$ cat src/design/i8080ie_pkg.sv
// Package for the 8080 instruction encoder: request and response structs,
// the encoded-instruction bundle and the status codes. No dependencies.
package i8080ie_pkg;

   typedef enum logic [2:0] {
      STATUS_OK       = 3'd0,
      STATUS_BAD_MNEM = 3'd1,
      STATUS_BAD_REG  = 3'd2,
      STATUS_BAD_BYTE = 3'd3,
      STATUS_BAD_RST  = 3'd4
   } status_type;

   typedef struct packed {
      logic [39:0] mnemonic;
      logic [39:0] first_operand;
      logic [39:0] second_operand;
      logic [15:0] immediate;
   } req_type;

   typedef struct packed {
      logic [7:0] code_byte;
      logic       last_byte;
      logic [2:0] status;
   } rsp_type;

   // One encoded instruction: up to three bytes, how many, and the status.
   typedef struct packed {
      logic [7:0] byte0;
      logic [7:0] byte1;
      logic [7:0] byte2;
      logic [1:0] count;
      status_type status;
   } enc_type;

endpackage

$ cat src/design/i8080ie_decoder.sv
// Combinational instruction encoder: turns one registered request into an
// encoded bundle of one to three bytes. Depends on i8080ie_pkg.
module i8080ie_decoder (
   input  i8080ie_pkg::req_type req,
   output i8080ie_pkg::enc_type enc
);
   import i8080ie_pkg::*;

   typedef enum logic [3:0] {
      K_NONE, K_IMPLIED, K_REG, K_PAIR, K_BYTE, K_WORD, K_MOV, K_MVI, K_LXI, K_RST
   } kind_type;

   localparam logic [4:0] ALLOW_BC  = 5'b00001;
   localparam logic [4:0] ALLOW_DE  = 5'b00010;
   localparam logic [4:0] ALLOW_HL  = 5'b00100;
   localparam logic [4:0] ALLOW_SP  = 5'b01000;
   localparam logic [4:0] ALLOW_PSW = 5'b10000;
   localparam logic [4:0] ALLOW_STD = ALLOW_BC | ALLOW_DE | ALLOW_HL | ALLOW_SP;
   localparam logic [4:0] ALLOW_STK = ALLOW_BC | ALLOW_DE | ALLOW_HL | ALLOW_PSW;

   kind_type   kind;
   logic [7:0] base;
   logic       reg_at_bit3;
   logic [4:0] allow;
   logic [2:0] r1;
   logic       r1_ok;
   logic [2:0] r2;
   logic       r2_ok;
   logic [1:0] rp;
   logic       rp_ok;
   logic       byte_ok;

   // Mnemonic lookup.
   always_comb begin
      kind        = K_NONE;
      base        = 8'h00;
      reg_at_bit3 = 1'b0;
      allow       = ALLOW_STD;
      case (req.mnemonic)
         "CMA  ": begin kind = K_IMPLIED; base = 8'h2F; end
         "CMC  ": begin kind = K_IMPLIED; base = 8'h3F; end
         "DAA  ": begin kind = K_IMPLIED; base = 8'h27; end
         "DI   ": begin kind = K_IMPLIED; base = 8'hF3; end
         "EI   ": begin kind = K_IMPLIED; base = 8'hFB; end
         "HLT  ": begin kind = K_IMPLIED; base = 8'h76; end
         "NOP  ": begin kind = K_IMPLIED; base = 8'h00; end
         "PCHL ": begin kind = K_IMPLIED; base = 8'hE9; end
         "RAL  ": begin kind = K_IMPLIED; base = 8'h17; end
         "RAR  ": begin kind = K_IMPLIED; base = 8'h1F; end
         "RC   ": begin kind = K_IMPLIED; base = 8'hD8; end
         "RET  ": begin kind = K_IMPLIED; base = 8'hC9; end
         "RLC  ": begin kind = K_IMPLIED; base = 8'h07; end
         "RM   ": begin kind = K_IMPLIED; base = 8'hF8; end
         "RNC  ": begin kind = K_IMPLIED; base = 8'hD0; end
         "RNZ  ": begin kind = K_IMPLIED; base = 8'hC0; end
         "RP   ": begin kind = K_IMPLIED; base = 8'hF0; end
         "RPE  ": begin kind = K_IMPLIED; base = 8'hE8; end
         "RPO  ": begin kind = K_IMPLIED; base = 8'hE0; end
         "RRC  ": begin kind = K_IMPLIED; base = 8'h0F; end
         "RZ   ": begin kind = K_IMPLIED; base = 8'hC8; end
         "SPHL ": begin kind = K_IMPLIED; base = 8'hF9; end
         "STC  ": begin kind = K_IMPLIED; base = 8'h37; end
         "XCHG ": begin kind = K_IMPLIED; base = 8'hEB; end
         "XTHL ": begin kind = K_IMPLIED; base = 8'hE3; end
         "ADC  ": begin kind = K_REG; base = 8'h88; end
         "ADD  ": begin kind = K_REG; base = 8'h80; end
         "ANA  ": begin kind = K_REG; base = 8'hA0; end
         "CMP  ": begin kind = K_REG; base = 8'hB8; end
         "DCR  ": begin kind = K_REG; base = 8'h05; reg_at_bit3 = 1'b1; end
         "INR  ": begin kind = K_REG; base = 8'h04; reg_at_bit3 = 1'b1; end
         "ORA  ": begin kind = K_REG; base = 8'hB0; end
         "SBB  ": begin kind = K_REG; base = 8'h98; end
         "SUB  ": begin kind = K_REG; base = 8'h90; end
         "XRA  ": begin kind = K_REG; base = 8'hA8; end
         "DAD  ": begin kind = K_PAIR; base = 8'h09; end
         "DCX  ": begin kind = K_PAIR; base = 8'h0B; end
         "INX  ": begin kind = K_PAIR; base = 8'h03; end
         "LDAX ": begin kind = K_PAIR; base = 8'h0A; allow = ALLOW_BC | ALLOW_DE; end
         "STAX ": begin kind = K_PAIR; base = 8'h02; allow = ALLOW_BC | ALLOW_DE; end
         "POP  ": begin kind = K_PAIR; base = 8'hC1; allow = ALLOW_STK; end
         "PUSH ": begin kind = K_PAIR; base = 8'hC5; allow = ALLOW_STK; end
         "ACI  ": begin kind = K_BYTE; base = 8'hCE; end
         "ADI  ": begin kind = K_BYTE; base = 8'hC6; end
         "ANI  ": begin kind = K_BYTE; base = 8'hE6; end
         "CPI  ": begin kind = K_BYTE; base = 8'hFE; end
         "IN   ": begin kind = K_BYTE; base = 8'hDB; end
         "ORI  ": begin kind = K_BYTE; base = 8'hF6; end
         "OUT  ": begin kind = K_BYTE; base = 8'hD3; end
         "SBI  ": begin kind = K_BYTE; base = 8'hDE; end
         "SUI  ": begin kind = K_BYTE; base = 8'hD6; end
         "XRI  ": begin kind = K_BYTE; base = 8'hEE; end
         "CALL ": begin kind = K_WORD; base = 8'hCD; end
         "CC   ": begin kind = K_WORD; base = 8'hDC; end
         "CM   ": begin kind = K_WORD; base = 8'hFC; end
         "CNC  ": begin kind = K_WORD; base = 8'hD4; end
         "CNZ  ": begin kind = K_WORD; base = 8'hC4; end
         "CP   ": begin kind = K_WORD; base = 8'hF4; end
         "CPE  ": begin kind = K_WORD; base = 8'hEC; end
         "CPO  ": begin kind = K_WORD; base = 8'hE4; end
         "CZ   ": begin kind = K_WORD; base = 8'hCC; end
         "JC   ": begin kind = K_WORD; base = 8'hDA; end
         "JM   ": begin kind = K_WORD; base = 8'hFA; end
         "JMP  ": begin kind = K_WORD; base = 8'hC3; end
         "JNC  ": begin kind = K_WORD; base = 8'hD2; end
         "JNZ  ": begin kind = K_WORD; base = 8'hC2; end
         "JP   ": begin kind = K_WORD; base = 8'hF2; end
         "JPE  ": begin kind = K_WORD; base = 8'hEA; end
         "JPO  ": begin kind = K_WORD; base = 8'hE2; end
         "JZ   ": begin kind = K_WORD; base = 8'hCA; end
         "LDA  ": begin kind = K_WORD; base = 8'h3A; end
         "LHLD ": begin kind = K_WORD; base = 8'h2A; end
         "STA  ": begin kind = K_WORD; base = 8'h32; end
         "SHLD ": begin kind = K_WORD; base = 8'h22; end
         "MOV  ": begin kind = K_MOV; base = 8'h40; end
         "MVI  ": begin kind = K_MVI; base = 8'h06; end
         "LXI  ": begin kind = K_LXI; base = 8'h01; end
         "RST  ": begin kind = K_RST; base = 8'hC7; end
         default: begin kind = K_NONE; end
      endcase
   end

   // 8-bit register names for both operands.
   always_comb begin
      r1_ok = 1'b1;
      case (req.first_operand)
         "B    ": r1 = 3'd0;
         "C    ": r1 = 3'd1;
         "D    ": r1 = 3'd2;
         "E    ": r1 = 3'd3;
         "H    ": r1 = 3'd4;
         "L    ": r1 = 3'd5;
         "M    ": r1 = 3'd6;
         "A    ": r1 = 3'd7;
         default: begin r1 = 3'd0; r1_ok = 1'b0; end
      endcase
   end

   always_comb begin
      r2_ok = 1'b1;
      case (req.second_operand)
         "B    ": r2 = 3'd0;
         "C    ": r2 = 3'd1;
         "D    ": r2 = 3'd2;
         "E    ": r2 = 3'd3;
         "H    ": r2 = 3'd4;
         "L    ": r2 = 3'd5;
         "M    ": r2 = 3'd6;
         "A    ": r2 = 3'd7;
         default: begin r2 = 3'd0; r2_ok = 1'b0; end
      endcase
   end

   // Register pairs, filtered by what the instruction allows.
   always_comb begin
      rp    = 2'd0;
      rp_ok = 1'b0;
      case (req.first_operand)
         "B    ": begin rp = 2'd0; rp_ok = allow[0]; end
         "D    ": begin rp = 2'd1; rp_ok = allow[1]; end
         "H    ": begin rp = 2'd2; rp_ok = allow[2]; end
         "SP   ": begin rp = 2'd3; rp_ok = allow[3]; end
         "PSW  ": begin rp = 2'd3; rp_ok = allow[4]; end
         default: begin rp = 2'd0; rp_ok = 1'b0; end
      endcase
   end

   assign byte_ok = (req.immediate[15:8] == 8'h00) || (req.immediate[15:8] == 8'hFF);

   always_comb begin
      enc.byte0  = 8'h00;
      enc.byte1  = req.immediate[7:0];
      enc.byte2  = req.immediate[15:8];
      enc.count  = 2'd1;
      enc.status = STATUS_OK;
      case (kind)
         K_IMPLIED: enc.byte0 = base;
         K_REG: begin
            if (!r1_ok) begin
               enc.status = STATUS_BAD_REG;
            end else if (reg_at_bit3) begin
               enc.byte0 = base | {2'b00, r1, 3'b000};
            end else begin
               enc.byte0 = base | {5'b00000, r1};
            end
         end
         K_PAIR: begin
            if (!rp_ok) begin
               enc.status = STATUS_BAD_REG;
            end else begin
               enc.byte0 = base | {2'b00, rp, 4'b0000};
            end
         end
         K_BYTE: begin
            if (!byte_ok) begin
               enc.status = STATUS_BAD_BYTE;
            end else begin
               enc.byte0 = base;
               enc.count = 2'd2;
            end
         end
         K_WORD: begin
            enc.byte0 = base;
            enc.count = 2'd3;
         end
         K_MOV: begin
            if (!r1_ok || !r2_ok) begin
               enc.status = STATUS_BAD_REG;
            end else begin
               enc.byte0 = base | {2'b00, r1, r2};
            end
         end
         K_MVI: begin
            // The register is checked before the immediate.
            if (!r1_ok) begin
               enc.status = STATUS_BAD_REG;
            end else if (!byte_ok) begin
               enc.status = STATUS_BAD_BYTE;
            end else begin
               enc.byte0 = base | {2'b00, r1, 3'b000};
               enc.count = 2'd2;
            end
         end
         K_LXI: begin
            if (!rp_ok) begin
               enc.status = STATUS_BAD_REG;
            end else begin
               enc.byte0 = base | {2'b00, rp, 4'b0000};
               enc.count = 2'd3;
            end
         end
         K_RST: begin
            if (|req.immediate[15:3]) begin
               enc.status = STATUS_BAD_RST;
            end else begin
               enc.byte0 = base | {2'b00, req.immediate[2:0], 3'b000};
            end
         end
         default: enc.status = STATUS_BAD_MNEM;
      endcase
   end

endmodule

$ cat src/design/i8080ie_serializer.sv
// Holds one encoded instruction and sends its bytes one per cycle through the
// registered response port. Depends on i8080ie_pkg.
module i8080ie_serializer (
   input  logic                 clock,
   input  logic                 reset,
   input  logic                 load,
   input  i8080ie_pkg::enc_type enc,
   output logic                 free,
   output logic                 rsp_strobe,
   output i8080ie_pkg::rsp_type rsp_data
);
   import i8080ie_pkg::*;

   enc_type    buf_ff;
   logic       buf_valid_ff;
   logic       buf_valid_in;
   logic [1:0] idx_ff;
   logic [1:0] idx_in;
   logic       rsp_valid_ff;
   rsp_type    rsp_ff;
   rsp_type    rsp_in;
   logic       is_last;
   logic [7:0] cur_byte;

   assign is_last = (idx_ff == (buf_ff.count - 2'd1));
   // The buffer sends one byte every cycle it is full, so it frees on its last.
   assign free    = !buf_valid_ff || is_last;

   always_comb begin
      case (idx_ff)
         2'd0:    cur_byte = buf_ff.byte0;
         2'd1:    cur_byte = buf_ff.byte1;
         2'd2:    cur_byte = buf_ff.byte2;
         default: cur_byte = 8'h00;
      endcase
   end

   always_comb begin
      rsp_in.code_byte = cur_byte;
      rsp_in.last_byte = is_last;
      rsp_in.status    = buf_ff.status;
      buf_valid_in     = buf_valid_ff;
      idx_in           = idx_ff;
      if (buf_valid_ff) begin
         if (is_last) begin
            buf_valid_in = load;
            idx_in       = 2'd0;
         end else begin
            idx_in = idx_ff + 2'd1;
         end
      end else begin
         buf_valid_in = load;
         idx_in       = 2'd0;
      end
   end

   always_ff @(posedge clock) begin
      if (reset) begin
         buf_valid_ff <= 1'b0;
         idx_ff       <= 2'd0;
         rsp_valid_ff <= 1'b0;
      end else begin
         buf_valid_ff <= buf_valid_in;
         idx_ff       <= idx_in;
         rsp_valid_ff <= buf_valid_ff;
      end
   end

   always_ff @(posedge clock) begin
      if (load) begin
         buf_ff <= enc;
      end
      rsp_ff <= rsp_in;
   end

   assign rsp_strobe = rsp_valid_ff;
   assign rsp_data   = rsp_ff;

   a_idx_in_range: assert property (@(posedge clock) disable iff (reset)
      buf_valid_ff |-> (buf_ff.count != 2'd0) && (idx_ff < buf_ff.count))
      else $error("serializer index outside the instruction");

   a_no_gap: assert property (@(posedge clock) disable iff (reset)
      rsp_valid_ff && !rsp_ff.last_byte |=> rsp_valid_ff)
      else $error("instruction bytes were not sent back to back");

   a_error_single: assert property (@(posedge clock) disable iff (reset)
      rsp_valid_ff && (rsp_ff.status != STATUS_OK)
      |-> rsp_ff.last_byte && (rsp_ff.code_byte == 8'h00))
      else $error("error response is not a single zero byte");

   a_load_when_free: assert property (@(posedge clock) disable iff (reset)
      load |-> free)
      else $error("buffer loaded while still sending");

endmodule

$ cat src/design/i8080_instruction_encoder.sv
// Top level of the 8080 instruction encoder: request register, decoder and
// byte serializer. Depends on i8080ie_pkg, i8080ie_decoder, i8080ie_serializer.
//
// Usage:
//   A request (mnemonic, two operand names, evaluated immediate) is taken at a
//   rising edge where start is high and busy is low. Each instruction produces
//   one to three code bytes, immediates low byte first, or a single error
//   response with a zero code byte and a nonzero status.
//   Each response byte sits on rsp_data for exactly one cycle with rsp_strobe
//   high; last_byte marks the final byte. The receiver cannot stall.
//   Path: an accepted request waits in the request register, moves into the
//   serializer buffer once the serializer is free, and its first byte is then
//   registered onto rsp_data; the bytes of one instruction follow back to back.
//   Throughput: one output byte per cycle while the serializer holds an
//   instruction, and it takes the next instruction as it registers the last
//   byte of the current one. busy rises only when the request register is full
//   and the serializer still has bytes left of an earlier instruction; the
//   one-byte response port sets the request rate.
//   Reset (synchronous, active high) empties the request register and the
//   serializer; no response is issued until a new request arrives.
module i8080_instruction_encoder (
   input  logic                 clock,
   input  logic                 reset,
   input  logic                 start,
   output logic                 busy,
   input  i8080ie_pkg::req_type req_data,
   output logic                 rsp_strobe,
   output i8080ie_pkg::rsp_type rsp_data
);
   import i8080ie_pkg::*;

   req_type req_ff;
   logic    req_valid_ff;
   logic    req_valid_in;
   logic    accept;
   logic    move;
   logic    ser_free;
   enc_type enc;

   assign move   = req_valid_ff && ser_free;
   assign busy   = req_valid_ff && !ser_free;
   assign accept = start && !busy;

   assign req_valid_in = accept || (req_valid_ff && !move);

   always_ff @(posedge clock) begin
      if (reset) begin
         req_valid_ff <= 1'b0;
      end else begin
         req_valid_ff <= req_valid_in;
      end
   end

   always_ff @(posedge clock) begin
      if (accept) begin
         req_ff <= req_data;
      end
   end

   i8080ie_decoder u_decoder (
      .req (req_ff),
      .enc (enc)
   );

   i8080ie_serializer u_serializer (
      .clock      (clock),
      .reset      (reset),
      .load       (move),
      .enc        (enc),
      .free       (ser_free),
      .rsp_strobe (rsp_strobe),
      .rsp_data   (rsp_data)
   );

endmodule

$ cat config.mk
export PLATFORM = sky130hd
export DESIGN_NAME = i8080_instruction_encoder
export DESIGN_NICKNAME = d
export VERILOG_FILES = /design/src/design/i8080ie_pkg.sv /design/src/design/i8080ie_decoder.sv /design/src/design/i8080ie_serializer.sv /design/src/design/i8080_instruction_encoder.sv
export SDC_FILE = /design/constraint.sdc
export NUM_CORES = 1
export LEC_CHECK = 0
export BUFFER_PORTS_ARGS = -buffer_cell sky130_fd_sc_hd__buf_2
export CAP_MARGIN = 20
export CORE_MARGIN = 4
export CORE_UTILIZATION = 40
export CTS_BUF_LIST = sky130_fd_sc_hd__clkbuf_16
export DETAILED_ROUTE_END_ITERATION = 12
export MAX_ROUTING_LAYER = met4
export PLACE_DENSITY_LB_ADDON = 0.05
export SLEW_MARGIN = 20
export SYNTH_ARGS = -nofsm -noshare
export SYNTH_HDL_FRONTEND = slang
export SYNTH_SLANG_ARGS = --single-unit
$ cat constraint.sdc
create_clock -name clock -period 7.7 [get_ports clock]
set_input_delay 0.77 -clock clock [delete_from_list [all_inputs] [get_ports clock]]
set_output_delay 0.77 -clock clock [all_outputs]
set_load 0.03 [all_outputs]
# == Word level (Yosys, flattened, before mapping) ==
# Cells that the tools add are included.
# totals
word_cells,197
input_bits,139
regBits,182
out_inout_bits,14
# classes
bitwise,6
addsub,2
n_reduce_logical,31
mux,33
eq_ne,109
# ops
op,n
"40-bit by 39-bit equality test with 1-bit output, second input constant",96
8-bit case mux with 77 select lines,1
8-bit two-way mux,8
3-bit case mux with 7 select lines,3
8-bit case mux with 7 select lines,1
4-bit case mux with 9 select lines,1
8-bit by 6-bit OR with 8-bit output,4
25-bit OR reduction,1
8-bit case mux with 3 select lines,1
22-bit OR reduction,1
10-bit OR reduction,2
"4-bit by 3-bit equality test with 1-bit output, second input constant",4
8-bit OR reduction,2
2-bit two-way mux,7
13-bit OR reduction,1
2-bit OR reduction,6
5-bit case mux with 2 select lines,1
"4-bit by 2-bit equality test with 1-bit output, second input constant",2
"4-bit equality test, second input constant",2
"8-bit equality test, second input constant",1
8-bit zero test,1
8-bit by 3-bit OR with 8-bit output,1
2-bit case mux with 4 select lines,1
7-bit OR reduction,1
other kinds (16),32

# == Logic depth before layout (Yosys ltp) ==
# Gate-level depths: netlist of run 1.
# logic_depth
depth_word,8
mapped_depth,12
ltp_nobuf,9

# == Hierarchy ==
# Synthesis of run 1 repeated with hierarchy kept, for this count alone.
# hier_totals
cells_unflattened,732
area_unflattened_um2,8927.3
# modules_own_cells
module,seq_area_each_um2,cells_each,n_inst,area_per_inst_um2
i8080_instruction_encoder,4103.9,141,1,4140.2
i8080ie_decoder,0.0,508,1,3337.0
i8080ie_serializer,1191.1,83,1,1450.1

# == Least setup slack after synthesis of run 1 ==
# OpenSTA, ideal clock, no wires.
# synth_timing
kind,register to register
start,reg u_serializer.buf_ff[4] in the netlist's numbering
end,"reg req_ff[0] in the netlist's numbering, enable pin"
required_ns,7.066
setup_slack_ns,0.367
period_less_slack_ns,7.333
n_path_buf,0
arrival_ns,6.699
path_stages_with_launch,7
cell_sequence,edfxtp_1 -> xnor2_1 -> and3_1 -> a21oi_1 -> nand3_1 -> inv_1 -> nor2_1
# synth_via
elab_chain_len,7
# synth_lines
element,line_no,rtl
start: declaration,i8080ie_serializer.sv:14,enc_type buf_ff;
start signal: assignment,i8080ie_serializer.sv:71,buf_ff <= enc;
2-bit by 1-bit subtractor with 2-bit output,i8080ie_serializer.sv:25,assign is_last = (idx_ff == (buf_ff.count - 2'd1));
2-bit equality test,i8080ie_serializer.sv:25,
1-bit logical OR,i8080ie_serializer.sv:27,assign free = !buf_valid_ff || is_last;
1-bit zero test,i8080_instruction_encoder.sv:41,assign busy = req_valid_ff && !ser_free;
1-bit logical AND,i8080_instruction_encoder.sv:41,
via busy,i8080_instruction_encoder.sv:25,"output logic busy,"
1-bit zero test,i8080_instruction_encoder.sv:42,assign accept = start && !busy;
1-bit logical AND,i8080_instruction_encoder.sv:42,
via accept,i8080_instruction_encoder.sv:35,logic accept;
end signal: assignment,i8080_instruction_encoder.sv:56,req_ff <= req_data;
end: declaration,i8080_instruction_encoder.sv:32,req_type req_ff;
# The timed path passes the listed nets, and every way through them passes these cells.
# A chain may end at the register's enable or synchronous reset.

==> results.py, run 1 <==
metrics = {
    "global_routing": {
        "grt_remaining_overflow": 0,
        "grt_pass1_vias": 7047,
        "grt_usage_pct": 23.0,
        "grt_max_degree": 81,
        "grt_pass1_wl_um": 41800,
        "antenna_found_initial": 1,
    },
    "placed_design": {
        "globalplace.congestion": 0.999,
        "place_inst": 1130,
        "io_buffers": 152,
        "pre_cts_slack_ns": 3.40,
        "place_hpwl_um": 21000,
    },
    "layout": {
        "fin_cells": 1163,
        "syn_to_final_growth_pct": 19.0,
        "nNetsFinal": 1017,
        "num-fill-cells": 1911,
        "drive_gt1_share_pct": 25.3,
    },
    "critical_path": {
        "cp_data_arrival_time_ns": 4.50,
        "crit_required_ns": 7.85,
        "cp-end-kind": "flip-flop",
        "cp-start-kind": "flip-flop",
        "worstPathMaxFanout": 18,
        "path_class": "reg -> reg",
    },
    "worst_hold_path": {
        "hold_path.class": "reg -> reg",
    },
    "clock_tree": {
        "path_clk_slew_ns": 0.07,
        "postCtsSetupRepairBufs": 0,
        "cts_tree": "done",
        "cts-resized-gates": 0,
        "clockBufferDepth": 2,
        "cts_hold_buf": 0,
        "cts_num_sinks": 182,
        "clkLatencyLatePin_ns": 0.43,
        "root_buffer": "clkbuf_16",
        "cts_buffers": 17,
        "htree_num_levels": 4,
    },
    "die": {
        "fp.coreArea_um2": 21400,
        "num_rows": 53,
        "dieWidth_um": 156,
        "die_area_um2": 24400,
        "io_pins": 153,
        "die_h_um": 156,
        "start_util_pct": 41.2,
    },
    "yosys": {
        "synth_edf_count": 165,
        "syn_area_per_cell_um2": 12.1,
        "ys_dominant_reg_cell": "edfxtp_1",
        "synthArstFlopShare_pct": 0,
        "synth.net_count": 870,
        "syn_inst": 727,
        "syn_area_um2": 8790,
        "ys_ff_latch": 182,
        "synth-seq-area-share_pct": 60.2,
        "ys_types": 93,
        "yosysWarnings": 0,
    },
    "detailed_routing": {
        "dr.first_iter.drc_count": 753,
        "routed_wl_um": 27400,
        "wl_per_cell_um": 23.5,
        "drc": 0,
        "ant_nets": 0,
        "vias": 7032,
        "via_per_inst": 6.05,
        "dr.pass1.iters": 5,
    },
    "power_and_ir_drop": {
        "powerDensity_nw_per_um2": 209,
        "p_total_mw": 2.18,
        "total_leakage_power_nw": 3.56,
        "irDropWorstVdd_mv": 0.133,
    },
    "timing": {
        "layout_setup_ws_ns": 3.36,
        "worstMarginPinSlew_ns": 1.02,
        "fin_crit_sh_pct": 56.4,
        "clock_skew_ns": 0.0159,
        "final.setup.tns_ns": 0,
        "maxSlewViolCount": 0,
        "fmax_mhz": 230,
        "rsz0062_at_grt": "no",
        "post-route-min-period_ns": 4.34,
        "finalHoldViolations": 0,
        "max_slew_margin_pct": 31.1,
        "setup_violations": 0,
    },
    "status": {
        "status": "completed",
    },
    "run": {
        "maxCapViolCount": 0,
    },
}
-- sequential cells by signal, indices dropped and copies added (netlist names) --
| register | cells |
|---|---|
| u_serializer.buf_ff | 29 |
| req_ff | 136 |
| req_valid_ff | 1 |
| u_serializer.idx_ff | 2 |
| u_serializer.rsp_strobe | 1 |
| u_serializer.rsp_data | 12 |
| u_serializer.buf_valid_ff | 1 |
-- logic make-up (layout without fill, tap and decap cells) --
group,count (synthesis),count (layout),share of synthesized area [%]
buffers and inverters,44,204,2.08
muxes,1,1,0.114
other,0,1,0
AOI/OAI and AO/OA,148,148,12.4
xor gates and xnor gates,3,3,0.299
DFF,182,182,60.2
and+or+nand+nor,344,344,24.3
adders and majority gates,5,5,0.683
-- metrics by stage --
step / hold slack [ns] / cell area [um^2] / utilization [%]
after CTS: 0.354 / 10500 / 49.0
final: 0.352 / 10500 / 49.0
after global placement: 0.331 / 9840 / 46.1
after detailed placement: 0.339 / 9840 / 46.1
after floorplan: 0.323 / 8790 / -
after global routing: 0.360 / 10500 / 49.0
-- layout make-up --
| cell class | count | area, um^2 | share of cell area [%] |
|---|---|---|---|
| Sequential cell | 182 | 5300 | 50.6 |
| Multi-Input combinational cell | 501 | 3350 | 32.0 |
| Timing Repair Buffer | 159 | 813 | 7.77 |
| Clock buffer | 17 | 425 | 4.07 |
| Tap cell | 275 | 344 | 3.29 |
| Clock inverter | 15 | 184 | 1.76 |
| Inverter | 13 | 48.8 | 0.466 |
| Antenna cell | 1 | 2.50 | 0.0239 |
-- layer usage --
metal / global-route usage [%] / share of wire (%) / up-vias
met5: - / 0 / -
met1: 31.5 / 44 / 3388
met4: 7.56 / 2.6 / 0
li1: - / - / 3222
met2: 34.5 / 46 / 362
met3: 4.87 / 7.9 / 60
-- power breakdown --
group          total, mW  internal (mW)  leakage [nW]  switching, mW
clock network      0.889          0.468         0.297          0.421
registers           1.18           1.14          1.74         0.0400
logic              0.116         0.0518          1.53         0.0641
total               2.18           1.66          3.56          0.525
-- synthesized netlist by cell type, types with 8 or more instances --
| cell | instances | area [um^2] |
|---|---|---|
| edfxtp_1 | 165 | 4950 |
| nand2_1 | 65 | 244 |
| nor2_1 | 55 | 206 |
| a21oi_1 | 29 | 145 |
| o21ai_0 | 27 | 135 |
| nand4_1 | 25 | 156 |
| nand3_1 | 22 | 110 |
| nor3_1 | 22 | 110 |
| nor4_1 | 22 | 138 |
| clkbuf_1 | 20 | 75.1 |
| nor4b_1 | 20 | 175 |
| dfxtp_1 | 17 | 340 |
| nor2b_1 | 16 | 100 |
| inv_1 | 13 | 48.8 |
| nand2b_1 | 12 | 75.1 |
| nor4bb_1 | 11 | 110 |
| a222oi_1 | 8 | 80.1 |
-- worst max-delay path, stage by stage (launching register included) --
cell,delay (ns)
edfxtp_1,0.46
nor4_1,0.42
nand4_1,0.79
nor2_1,0.56
nor4b_1,0.52
buf_4,0.25
a211o_1,0.19
nor4_1,0.07
nand3_1,0.20
nor3b_1,0.39
o221ai_1,0.21
-- cells in the final DEF (no fill, tap or decap), drive strengths merged, types with 4 or more instances in the layout --
cell	count
nor3	22
dfxtp	17
o31ai	6
nor4bb	11
edfxtp	165
and2	8
nand2b	12
a21boi	5
nor4	25
o211ai	4
inv	22
nor2b	16
nor2	55
o32ai	4
ha	4
o21ai	30
nor3b	6
nand4	25
a22oi	4
a21oi	29
or3	5
a2111oi	9
nand4b	4
buf	159
clkinv	4
or4	9
clkbuf	17
nand3	23
o21a	4
and4b	6
a211oi	7
a222oi	8
nand2	65
nor4b	26
or4b	5
and3	4
-- worst paths after layout --
| check | from | to | slack (ns) | cells past startpoint |
|---|---|---|---|---|
| worst max-delay path | req_ff[105] | u_serializer.buf_ff[26] | 3.36 | 10 |
| worst min-delay path | u_serializer.buf_ff[0] | u_serializer.rsp_data[0] | 0.35 | 0 |
| worst max register to register | req_ff[105] | u_serializer.buf_ff[26] | 3.36 | 10 |
| worst min register to register | u_serializer.buf_ff[0] | u_serializer.rsp_data[0] | 0.35 | 0 |
(Power assumes the default switching activity.)
==> run 2: changes to the inputs <==
- ABC_AREA: unset -> 1
- clock period: 7.7 -> 3.5 ns (I/O delays scaled with it)
==> results.py, run 2 <==
metrics = {
    "status": {
        "status": "completed",
    },
    "power_and_ir_drop": {
        "irDropWorstVdd_mv": 0.332,
        "powerDensity_nw_per_um2": 427,
        "total_leakage_power_nw": 5.21,
        "p_total_mw": 4.86,
    },
    "detailed_routing": {
        "via_per_inst": 4.88,
        "wl_met1_um": 11700,
        "wl_met2_um": 10600,
        "highest_layer": "met4",
        "wl_per_cell_um": 15.4,
        "dr.first_iter.drc_count": 607,
        "dr.pass1.iters": 6,
        "vias": 7829,
        "ant_nets": 0,
        "wl_met3_um": 1930,
        "routed_wl_um": 24700,
        "drc": 0,
    },
    "yosys": {
        "yosysTopAreaCellShare_pct": 51.7,
        "synth_edf_count": 165,
        "ys_types": 45,
        "syn_inst": 1101,
        "synth.net_count": 1244,
        "syn_area_per_cell_um2": 8.71,
        "synthTopCellsByArea": "edfxtp_1 (52%), nand2_1 (11%), nor2_1 (7.7%)",
        "syn_area_um2": 9590,
        "ys_ff_latch": 182,
        "yosysTopAreaCell": "edfxtp_1",
        "ys_dominant_reg_cell": "edfxtp_1",
        "synth_most_common_cell": "nand2_1",
        "yosysWarnings": 0,
        "ys_top_cells_by_count": "nand2_1 (279), nor2_1 (196), edfxtp_1 (165)",
        "synth-seq-area-share_pct": 55.2,
        "synthArstFlopShare_pct": 0,
    },
    "global_routing": {
        "grt_pass1_vias": 7608,
        "grt_pass1_wl_um": 39100,
        "grt_usage_pct": 19.4,
        "antenna_found_initial": 4,
        "grt_remaining_overflow": 0,
        "grt_max_degree": 79,
    },
    "critical_path": {
        "worstPathMaxFanout": 6,
        "rr_endpoint": "u_serializer.buf_ff[24]",
        "path_class": "reg -> reg",
        "cp-end-kind": "flip-flop",
        "worstReg2RegStart": "req_ff[135]",
        "crit_required_ns": 3.67,
        "cp_data_arrival_time_ns": 3.01,
        "cp-start-kind": "flip-flop",
        "reg2reg_slack_ns": 0.67,
        "worstRegToRegCells": 14,
    },
    "layout": {
        "drive_gt1_share_pct": 22.5,
        "regMostFlops": "req_ff",
        "final_cell_mix": "nand2_1 (279), nor2_1 (194), edfxtp_1 (165), buf_2 (152), inv_1 (124)",
        "fin_area_um2": 11400,
        "num-fill-cells": 2303,
        "syn_to_final_growth_pct": 18.8,
        "final_common_cell": "nand2_1",
        "nNetsFinal": 1412,
        "largest_register_ffs": 136,
    },
    "worst_hold_path": {
        "min_path_cells": 1,
        "min_to": "req_ff[6]",
        "hold_path.class": "in -> reg",
        "hp-start": "req_data[6]",
    },
    "timing": {
        "setup_violations": 0,
        "post-route-min-period_ns": 2.83,
        "fmax_mhz": 353,
        "finalHoldViolations": 0,
        "rsz0062_at_grt": "no",
        "clock_skew_ns": 0.0140,
        "fin_crit_sh_pct": 81.0,
        "worstMarginPinSlew_ns": 0.776,
        "maxSlewViolCount": 0,
        "max_slew_margin_pct": 47.9,
    },
    "die": {
        "die_area_um2": 26500,
        "io_pins": 153,
        "dieWidth_um": 163,
        "die_h_um": 163,
        "start_util_pct": 40.7,
        "fp.coreArea_um2": 23500,
        "num_rows": 56,
    },
    "clock_tree": {
        "clockBufferDepth": 2,
        "clkLatencyLatePin_ns": 0.43,
        "cts_num_sinks": 182,
        "path_clk_slew_ns": 0.08,
        "postCtsSetupRepairBufs": 0,
        "root_buffer": "clkbuf_16",
        "htree_num_levels": 4,
        "cts_tree": "done",
        "cts_hold_buf": 0,
        "cts_buffers": 17,
        "cts-resized-gates": 0,
    },
    "placed_design": {
        "place_hpwl_um": 19400,
        "io_buffers": 152,
        "globalplace.congestion": 1.03,
        "place_area_um2": 10800,
    },
    "run": {
        "maxCapViolCount": 0,
    },
}
## run 2: cell count changes after synthesis, sizes merged, moves of 11 or more
cell and change:
a21oi -16, clkbuf -19, inv +128, nand2 +238
nand2b -12, nand3 +82, nor2 +177, nor2b -16
nor4 -17, nor4b -26, nor4bb -11, o21ai -14
## run 2: routing by layer
layer	track usage, %	up-vias
li1	-	3981
met1	27.2	3542
met2	28.1	278
met3	5.11	28
met4	5.41	0
met5	-	-
## run 2: power breakdown
group | leakage (nW) | total (mW) | switching, mW | internal, mW
Sequential | 1.73 | 2.58 | 0.0566 | 2.52
Clock | 0.299 | 1.96 | 0.927 | 1.03
Combinational | 3.19 | 0.318 | 0.200 | 0.117
Total | 5.21 | 4.86 | 1.18 | 3.67
## run 2: how the worst max path moves through the flow
| stage | cells after the start | endpoint | slack, ns | from |
|---|---|---|---|---|
| 6_report | 14 | u_serializer.buf_ff[24] | 0.67 | req_ff[135] |
| 5_1_grt | 16 | u_serializer.buf_ff[28] | 0.38 | req_ff[96] |
| 4_1_cts | 16 | u_serializer.buf_ff[28] | 0.72 | req_ff[96] |
| 3_5_place_dp | 16 | u_serializer.buf_ff[27] | 0.73 | req_ff[96] |
| 3_3_place_gp | 14 | u_serializer.buf_ff[24] | 0.68 | req_ff[129] |
| 2_1_floorplan | 7 | req_ff[0] | -0.05 | u_serializer.buf_ff[4] |
## run 2: critical path, cell delays in order (launching register included)
cell      delay, ns
edfxtp_1       0.39
nor2_1         0.19
nand2_2        0.13
nor3_1         0.62
nand3_1        0.23
a21oi_1        0.26
nor2_2         0.09
nand2_1        0.13
nor2_1         0.09
nand3_2        0.10
nand2_1        0.08
inv_2          0.07
nand2_2        0.07
nand2_1        0.08
nand3_2        0.05
## run 2: layout make-up
cell class                      count  area (um^2)  area share [%]
Antenna cell                        4         10.0          0.0879
Clock buffer                       17          425            3.74
Clock inverter                     15          186            1.64
Inverter                          143          537            4.71
Multi-Input combinational cell    770         3730            32.7
Sequential cell                   182         5300            46.5
Tap cell                          319          399            3.50
Timing Repair Buffer              155          808            7.10
## run 2: metrics by stage
stage	hold WS [ns]	TNS, ns	util (%)	setup WS [ns]	std cells
2_1_floorplan	0.323	-6.36	-	-0.0468	1101
3_3_place_gp	0.325	0	45.7	0.682	1569
3_5_place_dp	0.343	0	45.7	0.732	1569
4_1_cts	0.0672	0	48.3	0.716	1601
5_1_grt	0.0600	0	48.4	0.379	1605
6_report	0.0871	0	48.4	0.666	1605
## run 2: kinds of logic (layout without fill, tap and decap cells)
group / count (synthesis) / count (layout) / share of synthesized area, %
xor gates and xnor gates: 1 / 1 / 0.0914
other: 0 / 4 / 0
adders and majority gates: 4 / 4 / 0.522
and+or+nand+nor: 724 / 724 / 35.3
DFF: 182 / 182 / 55.2
AOI/OAI and AO/OA: 41 / 41 / 2.78
buffers and inverters: 149 / 330 / 6.03
==> run 3: changes to the inputs <==
- clock period: 3.5 -> 2.3 ns (I/O delays scaled with it)
==> results.py, run 3 (synthesis results as in run 2) <==
metrics = {
    "timing": {
        "final.setup.tns_ns": -3.28,
        "clock_skew_ns": 0.0253,
        "finalHoldViolations": 0,
        "rsz0062_at_grt": "yes",
        "layout_setup_ws_ns": -0.338,
        "worstMarginPinSlew_ns": 0.728,
        "fin_crit_sh_pct": 115,
        "post-route-min-period_ns": 2.64,
        "setup_violations": 12,
        "max_slew_margin_pct": 51.0,
        "fmax_mhz": 379,
        "maxSlewViolCount": 0,
    },
    "power_and_ir_drop": {
        "powerDensity_nw_per_um2": 511,
        "p_total_mw": 7.68,
        "p_clk_share_pct": 38.4,
        "power_switching_mw": 1.96,
        "p_sw_share_pct": 25.5,
        "internal_power_mw": 5.72,
        "power_frac_comb_pct": 10.5,
        "irDropWorstVdd_mv": 0.523,
        "total_leakage_power_nw": 6.97,
        "p_seq_share_pct": 51.2,
    },
    "detailed_routing": {
        "wl_per_cell_um": 15.4,
        "dr.first_iter.drc_count": 689,
        "dr.pass1.iters": 7,
        "drc": 0,
        "routed_wl_um": 30000,
        "via_per_inst": 4.73,
        "ant_nets": 0,
        "vias": 9209,
    },
    "clock_tree": {
        "clkLatencyLatePin_ns": 0.44,
        "root_buffer": "clkbuf_16",
        "cts_num_sinks": 182,
        "path_clk_slew_ns": 0.08,
        "clockBufferDepth": 2,
        "htree_num_levels": 4,
        "cts_buffers": 17,
        "cts_tree": "done",
    },
    "critical_path": {
        "worstReg2RegStart": "req_ff[105]",
        "worstRegToRegCells": 18,
        "rr_endpoint": "u_serializer.buf_ff[24]",
        "cp_common_cell": "nand3_4",
        "cpPeakStageDelay_ns": 0.45,
        "crit_chain": "nor2_4 -> nand2_2 -> nor2_4 -> nand2_4 -> buf_12 -> nor2_8 -> nand3_4 -> nand3_4 -> nor2_4 -> buf_6 -> nand3_4 -> nor2_4 -> nand3_4 -> nor2_8 -> nand3_4 -> nand2_4 -> nand2_2 -> nand3_2",
        "cp-end-kind": "flip-flop",
        "critPathSlowestCell": "edfxtp_1",
        "worstPathMaxFanout": 7,
        "crit_required_ns": 2.48,
        "reg2reg_slack_ns": -0.34,
        "cp_data_arrival_time_ns": 2.82,
        "cp-start-kind": "flip-flop",
        "path_class": "reg -> reg",
    },
    "worst_hold_path": {
        "hp-start": "start",
        "min_path_cells": 3,
        "min_to": "req_valid_ff",
        "hold_path.class": "in -> reg",
    },
    "layout": {
        "final_cell_mix": "nand2_1 (236), buf_4 (193), nor2_1 (168), edfxtp_1 (165), buf_2 (152)",
        "drive_gt1_share_pct": 37.2,
        "num-fill-cells": 2080,
        "final_common_cell": "nand2_1",
        "fin_cells": 1946,
        "final_util_pct": 63.9,
        "regMostFlops": "req_ff",
        "nNetsFinal": 1758,
        "largest_register_ffs": 136,
        "syn_to_final_growth_pct": 56.8,
        "diodes": 0,
    },
    "die": {
        "io_pins": 153,
        "fp.coreArea_um2": 23500,
        "die_area_um2": 26500,
        "start_util_pct": 40.7,
        "num_rows": 56,
        "die_h_um": 163,
        "dieWidth_um": 163,
    },
    "run": {
        "maxCapViolCount": 0,
    },
    "global_routing": {
        "grt_usage_pct": 23.4,
        "grt_pass1_vias": 9142,
        "grt_max_degree": 59,
        "antenna_found_initial": 0,
        "grt_pass1_wl_um": 47300,
        "grt_remaining_overflow": 0,
    },
    "status": {
        "violations": "setup timing",
        "status": "finished, violations left",
    },
    "placed_design": {
        "place_inst": 1747,
        "io_buffers": 152,
        "globalplace.congestion": 1.02,
        "place_hpwl_um": 22100,
    },
}
-- run 3: changes by cell type in the layout (fill, tap and decap cells not counted), moves of 16 or more --
cell           previous run  this run
buf_4                     1       193
dlygate4sd3_1             0       137
nand2_1                 279       236
nand2_2                  20        52
nor2_1                  194       168
nor2_4                   11        36
nand3_1                  92        76
-- run 3: worst max-delay path, delay by kind of cell, from the launching register on --
family                 cells  cell delay (ns)
and+or+nand+nor           16             1.67
DFF                        1             0.45
buffers and inverters      2             0.27
-- run 3: repair_timing --
action,in CTS,in global routing
hold buffers,137,0
setup buffers,11,20
gates resized for setup,77,98
hold endpoints to repair,139,0
endpoints found under the setup margin,12,12
pin swaps,21,59
-- run 3: cell type report --
| cell class | count | area, um^2 | area share [%] |
|---|---|---|---|
| Clock buffer | 17 | 425 | 2.83 |
| Timing Repair Buffer | 501 | 3870 | 25.7 |
| Clock inverter | 14 | 161 | 1.07 |
| Multi-Input combinational cell | 770 | 4340 | 28.9 |
| Tap cell | 319 | 399 | 2.66 |
| Sequential cell | 182 | 5300 | 35.2 |
| Inverter | 143 | 542 | 3.60 |
-- run 3: power groups by stage --
stage	clock, mW	sequential (mW)	combinational (mW)
after CTS	3.02	3.92	0.777
after global placement	0	3.99	0.577
final	2.95	3.93	0.804
after detailed placement	0	4.00	0.584
after floorplan	0	4.04	0.232
after global routing	3.14	3.95	0.889
-- run 3: metrics by stage --
step / hold slack (ns) / area (um^2) / worst slack (ns)
floorplan: 0.302 / 9600 / -1.25
global route: 0.0431 / 15000 / -0.469
global placement: 0.326 / 12200 / -0.465
detailed placement: 0.329 / 12200 / -0.449
finish: 0.0455 / 15000 / -0.338
CTS: 0.0285 / 14500 / -0.291
-- run 3: worst max path at each step --
stage,start,endpoint,slack (ns),cells past startpoint
floorplan,u_serializer.buf_ff[4],req_ff[0],-1.25,7
global placement,req_ff[126],u_serializer.buf_ff[24],-0.47,15
detailed placement,req_ff[130],u_serializer.buf_ff[24],-0.45,13
CTS,req_ff[127],u_serializer.buf_ff[27],-0.29,17
global route,req_ff[121],u_serializer.buf_ff[26],-0.47,17
finish,req_ff[105],u_serializer.buf_ff[24],-0.34,18
-- run 3: layer usage --
layer | GRT usage, % | vias up | share of wire, %
li1 | - | 4677 | -
met3 | 3.92 | 25 | 5.9
met1 | 33.2 | 4251 | 47
met2 | 35.9 | 256 | 46
met5 | - | - | 0
met4 | 4.92 | 0 | 1.2
